**config.mk**
```make
export PLATFORM = sky130hd
export DESIGN_NAME = asa_cell
export DESIGN_NICKNAME = d
export VERILOG_FILES = /design/src/sv/atlas_shelf_allocator_defines.svh /design/src/sv/asa_pkg.sv /design/src/sv/asa_cell.sv
export SDC_FILE = /design/constraint.sdc
export NUM_CORES = 1
export LEC_CHECK = 0
export ABC_AREA = 1
export BUFFER_PORTS_ARGS = -buffer_cell sky130_fd_sc_hd__buf_4
export CAP_MARGIN = 20
export CORE_MARGIN = 5
export CORE_UTILIZATION = 50
export DETAILED_ROUTE_END_ITERATION = 12
export HOLD_SLACK_MARGIN = 0.02
export PLACE_DENSITY_LB_ADDON = 0.12
export SETUP_SLACK_MARGIN = 0.05
export SLEW_MARGIN = 10
export SYNTH_ARGS = -nofsm -noshare
export SYNTH_HDL_FRONTEND = slang
export SYNTH_SLANG_ARGS = --single-unit
```
**constraint.sdc**
```tcl
create_clock -name clk_i -period 8.7 [get_ports clk_i]
set_input_delay 1.74 -clock clk_i [delete_from_list [all_inputs] [get_ports clk_i]]
set_output_delay 1.74 -clock clk_i [all_outputs]
set_load 0.02 [all_outputs]
```
**src/sv/atlas_shelf_allocator_defines.svh**
```systemverilog
// assertion helpers for the shelf allocator
`ifndef ATLAS_SHELF_ALLOCATOR_DEFINES_SVH
`define ATLAS_SHELF_ALLOCATOR_DEFINES_SVH

// same-cycle implication
`define ASA_ASSERT_NOW(label, ante, cons) \
  label: assert property (@(posedge clk_i) disable iff (!rst_ni) (ante) |-> (cons)) \
    else $error("shelf allocator check failed");

// next-cycle implication
`define ASA_ASSERT_NEXT(label, ante, cons) \
  label: assert property (@(posedge clk_i) disable iff (!rst_ni) (ante) |=> (cons)) \
    else $error("shelf allocator check failed");

`endif

```
**src/sv/asa_pkg.sv**
```systemverilog
package asa_pkg;

  // internal arithmetic width, holds sums of two 13-bit quantities
  localparam int AW = 15;

  localparam logic [1:0] ST_OK      = 2'd0;
  localparam logic [1:0] ST_ZERO    = 2'd1;
  localparam logic [1:0] ST_BIG     = 2'd2;
  localparam logic [1:0] ST_NOSPACE = 2'd3;

  localparam logic [1:0] REQ_GLYPH  = 2'd0;
  localparam logic [1:0] REQ_ICON   = 2'd1;
  localparam logic [1:0] REQ_RESET  = 2'd2;
  localparam logic [1:0] REQ_UNUSED = 2'd3;

  localparam logic [2:0] ICON_CH = 3'd4;

  // request broadcast to every cell
  typedef struct packed {
    logic          icon;
    logic [AW-1:0] desired;
    logic [AW-1:0] w;
    logic [AW-1:0] size;
  } req_t;

  // new row write
  typedef struct packed {
    logic          we;
    logic          is_icon;
    logic          full;
    logic [AW-1:0] height;
    logic [AW-1:0] base_y;
    logic [AW-1:0] fill;
    logic [1:0]    ch;
  } wr_t;

  // search token walking the chain
  typedef struct packed {
    logic          active;
    logic          hit;
    logic [AW-1:0] x;
    logic [AW-1:0] y;
    logic [2:0]    ch;
  } tok_t;

endpackage

```
**src/sv/asa_cell.sv**
```systemverilog
module asa_cell #(
  parameter int IW = 6
) (
  input  logic          clk_i,
  input  logic          rst_ni,
  input  logic [IW-1:0] idx_i,
  input  logic          clear_i,
  input  asa_pkg::req_t req_i,
  input  asa_pkg::wr_t  wr_i,
  input  logic [IW-1:0] wr_idx_i,
  input  asa_pkg::tok_t tok_i,
  output asa_pkg::tok_t tok_o
);
  import asa_pkg::*;

  logic          valid_q, full_q, icon_q;
  logic [AW-1:0] height_q, base_q, fill_q;
  logic [1:0]    ch_q;
  tok_t          tok_q, tok_d;
  logic [AW-1:0] sum;
  logic          match, wr_here;

  assign sum     = fill_q + req_i.w;
  assign match   = tok_i.active && !tok_i.hit && valid_q && !full_q &&
                   (icon_q == req_i.icon) && (height_q == req_i.desired) &&
                   (sum <= req_i.size);
  assign wr_here = wr_i.we && (wr_idx_i == idx_i);

  always_comb begin
    tok_d = tok_i;
    if (match) begin
      tok_d.hit = 1'b1;
      tok_d.x   = fill_q;
      tok_d.y   = base_q;
      tok_d.ch  = req_i.icon ? ICON_CH : {1'b0, ch_q};
    end
  end

  always_ff @(posedge clk_i or negedge rst_ni) begin
    if (!rst_ni) begin
      valid_q <= 1'b0;
      full_q  <= 1'b0;
      tok_q   <= '0;
    end else begin
      tok_q <= tok_d;
      if (clear_i) begin
        valid_q <= 1'b0;
        full_q  <= 1'b0;
      end else if (wr_here) begin
        valid_q <= 1'b1;
        full_q  <= wr_i.full;
      end else if (match) begin
        full_q <= (sum == req_i.size);
      end
    end
  end

  always_ff @(posedge clk_i) begin
    if (wr_here) begin
      icon_q   <= wr_i.is_icon;
      height_q <= wr_i.height;
      base_q   <= wr_i.base_y;
      fill_q   <= wr_i.fill;
      ch_q     <= wr_i.ch;
    end else if (match) begin
      fill_q <= sum;
    end
  end

  assign tok_o = tok_q;

endmodule

```
==> impl_metrics.csv <==
group,metric,value,unit
clock_tree,clockBufferDepth,2,
drt,viasPerCell,4.78,
synth,synth_compound_gate_area_share,0.0303,
synth,synth_top_area_cell,"edfxtp_1",
synth,async_flop_share,0.435,
worst_setup_path,crit_fanout,39,
synth,synth_fa_ha_area_frac,0.0806,
clock_tree,numClockSinks,85,
sta,clock_skew,21.0,ps
worst_setup_path,required,8940,ps
synth,synth_xor_area_frac,0.0240,
worst_setup_path,worstSetupPathType,"input port to flip-flop",
die,io_pins,181,
cells_and_area,seq_area,2370,um^2
min_path,hp-class,"flip-flop to flip-flop",
outcome,status,"finished, final reports clean",
synth,syn_area,4750,um^2
clock_tree,clk_latency,360,ps
clock_tree,post_cts_resized,0,
grt,grt_pass1_wl,19400,um
drt,drc,0,
sta,finalSetupTns,0,ps
drt,drt-total-wl,12000,um
sta,fin_crit_sh,0.607,
clock_tree,cts_tree,"yes",
die,start_util,0.514,
synth,synth.area.mux_share,0,
pwr,peakVddDrop,0.0000881,V
die,die-area,11500,um^2
synth,synth.top_cells.by_count,"nand2_1 (254), inv_1 (73), edfxtp_1 (48)",
drt,drt_iter0_drc,158,
synth,syn_nets,758,
synth,avgSynthCellArea,8.16,um^2
synth,synth-seq-area-share,0.498,
sta,setup_viol,0,
clock_tree,cts_setup_buffers,0,
grt,grt_max_degree,51,
drt,ant_nets,0,
synth,synth_top_family_by_area,"simple AND/OR/NAND/NOR gates",
placed_design,dp.cells,882,
worst_setup_path,start_kind,"input port",
synth,syn-instance-count,582,
die,die_h,107,um
cells_and_area,nNetsFinal,940,
grt,grt_usage,0.209,
placed_design,numPortBuffers,180,
worst_setup_path,r2r-start,"fill_q[0]",
synth,synthFlopType,"edfxtp_1",
grt,grt_overflow,0,
grt,grt_pass1_vias,4260,
placed_design,dpl_cell_area,6200,um^2
synth,synthSimpleGateAreaFrac,0.293,
pwr,finalPower,0.000899,W
synth,synth_cell_type_count,28,
sta,maxSlewViolCount,0,
cells_and_area,n_antenna_cell,0,
clock_tree,cts-root-buf,"clkbuf_8",
synth,synth_top_area_share,0.303,
placed_design,routabilityCongestion,0.872,
cells_and_area,multi_input_area,2030,um^2
sta,min_period,5280,ps
cells_and_area,final_cells,898,
clock_tree,path_clk_slew,100,ps
worst_setup_path,rrSetupSlack,4500,ps
worst_setup_path,reg2reg_to,"tok_o[33]",
drt,dr.pass1.iters,4,
worst_setup_path,cp-endpoint,"tok_o[33]",
synth,yosys-top-cells-area,"edfxtp_1 (30%), nand2_1 (20%), dfrtp_1 (19%)",
sta,rsz0062_at_grt,"no",
drt,vias,4292,
grt,antenna_found_initial,0,
cells_and_area,drive_gt1_frac,0.263,
pwr,power_density,141,nW/um^2
worst_setup_path,crit_arrival,5530,ps
clock_tree,cts_made_buffers,9,
synth,synth-seq-cells,85,
die,rows,35,
worst_setup_path,crit_start,"req_i[15]",
cells_and_area,fin_area,6390,um^2
placed_design,dpl.hpwl,9510,um
cells_and_area,n_fill_cell,787,
clock_tree,holdBufCountCts,0,
sta,worstMarginPinSlew,972,ps
sta,finalHoldViolations,0,
die,die_x,107,um
cells_and_area,syn2layout_area_growth,34.6,%
sta,max-slew-margin-rel,0.351,
synth,post-synth-top-count-cell,"nand2_1",
synth,synth_edf_count,48,
flow_run,drv_cap,0,
sta,timing.hold.ws,441,ps
pwr,p_leak,3.42,nW
worst_setup_path,cp-end-kind,"flip-flop",
sta,timing.fmax,189,MHz
die,core-area,9240,um^2
clock_tree,cts_max_level,3,
synth,yosysWarnings,0,
drt,avgRoutedWirePerCell,13.3,um
worst_setup_path,r2r_cells,20,
## worst min path at each step
| stage | from | to | slack, ps | cells after the start |
|---|---|---|---|---|
| after CTS | base_q[1] | tok_o[4] | 440 | 2 |
| after floorplan | base_q[7] | tok_o[10] | 420 | 2 |
| final | base_q[10] | tok_o[13] | 440 | 2 |
| after global placement | base_q[1] | tok_o[4] | 420 | 2 |
| after detailed placement | base_q[1] | tok_o[4] | 430 | 2 |
| after global routing | base_q[7] | tok_o[10] | 470 | 2 |
## placed cells by master, fill, tap and decap left out, types with 11 or more instances in the layout
| cell type | netlist | layout |
|---|---|---|
| a21oi_1 | 15 | 15 |
| xor2_1 | 11 | 11 |
| nand2_1 | 254 | 254 |
| nand3_1 | 21 | 21 |
| buf_4 | 1 | 180 |
| ha_1 | 29 | 29 |
| nor2_1 | 38 | 38 |
| edfxtp_1 | 48 | 48 |
| inv_1 | 73 | 73 |
| nand4_1 | 13 | 13 |
| dfrtp_1 | 37 | 37 |
## layout make-up
type                    count  share of cell area
repair buffers            180               0.211
well taps                 129              0.0252
flip-flops and latches     85               0.370
clock inverters             7              0.0115
inverters                  75              0.0440
multi-input cells         413               0.318
clock buffers               9              0.0194
## through the flow
stage               worst slack [ps]   util
finish                          3420  0.692
global route                    3090  0.692
CTS                             3400  0.692
detailed placement              3020  0.671
global placement                3150  0.671
floorplan                       4160      -
## flip-flops by register name (all words and copies together) (netlist names)
name	flops
base_q	15
valid_q	1
full_q	1
fill_q	15
icon_q	1
ch_q	2
height_q	15
tok_o	35
## routing by layer
metal,up-vias,share of wire,global-route usage
li1,2203,-,-
met1,1935,0.42,0.272
met2,148,0.49,0.351
met3,6,0.084,0.0552
met4,0,0.0090,0.0451
met5,-,0,0
## where the power goes
part	leakage, nW	switching (W)	internal, W
logic	2.45	0.0000880	0.0000882
registers	0.868	0.00000382	0.000440
clock network	0.102	0.000166	0.000113
total	3.42	0.000258	0.000642
## cell families after synthesis
family / count (synthesis)
adder cells (fa/ha/maj): 30
flip-flops: 85
buffers and inverters: 84
AND/OR/NAND/NOR: 344
AO/OA/AOI/OAI: 26
XOR/XNOR: 13
## critical path, cell delays in order
cell,delay [ps]
buf_4,110
ha_1,220
fa_1,420
nand3_1,110
nand2_1,110
nand3_1,100
nand2_1,100
nand3b_1,140
nand3_1,90
and2_1,170
ha_1,290
nand2_1,80
nor2_2,110
nand2_1,90
nor2_2,130
nand2_1,80
nand2_1,60
nand2_1,50
nand2_2,500
inv_2,410
or2_2,390
(Power assumes the default switching activity.)
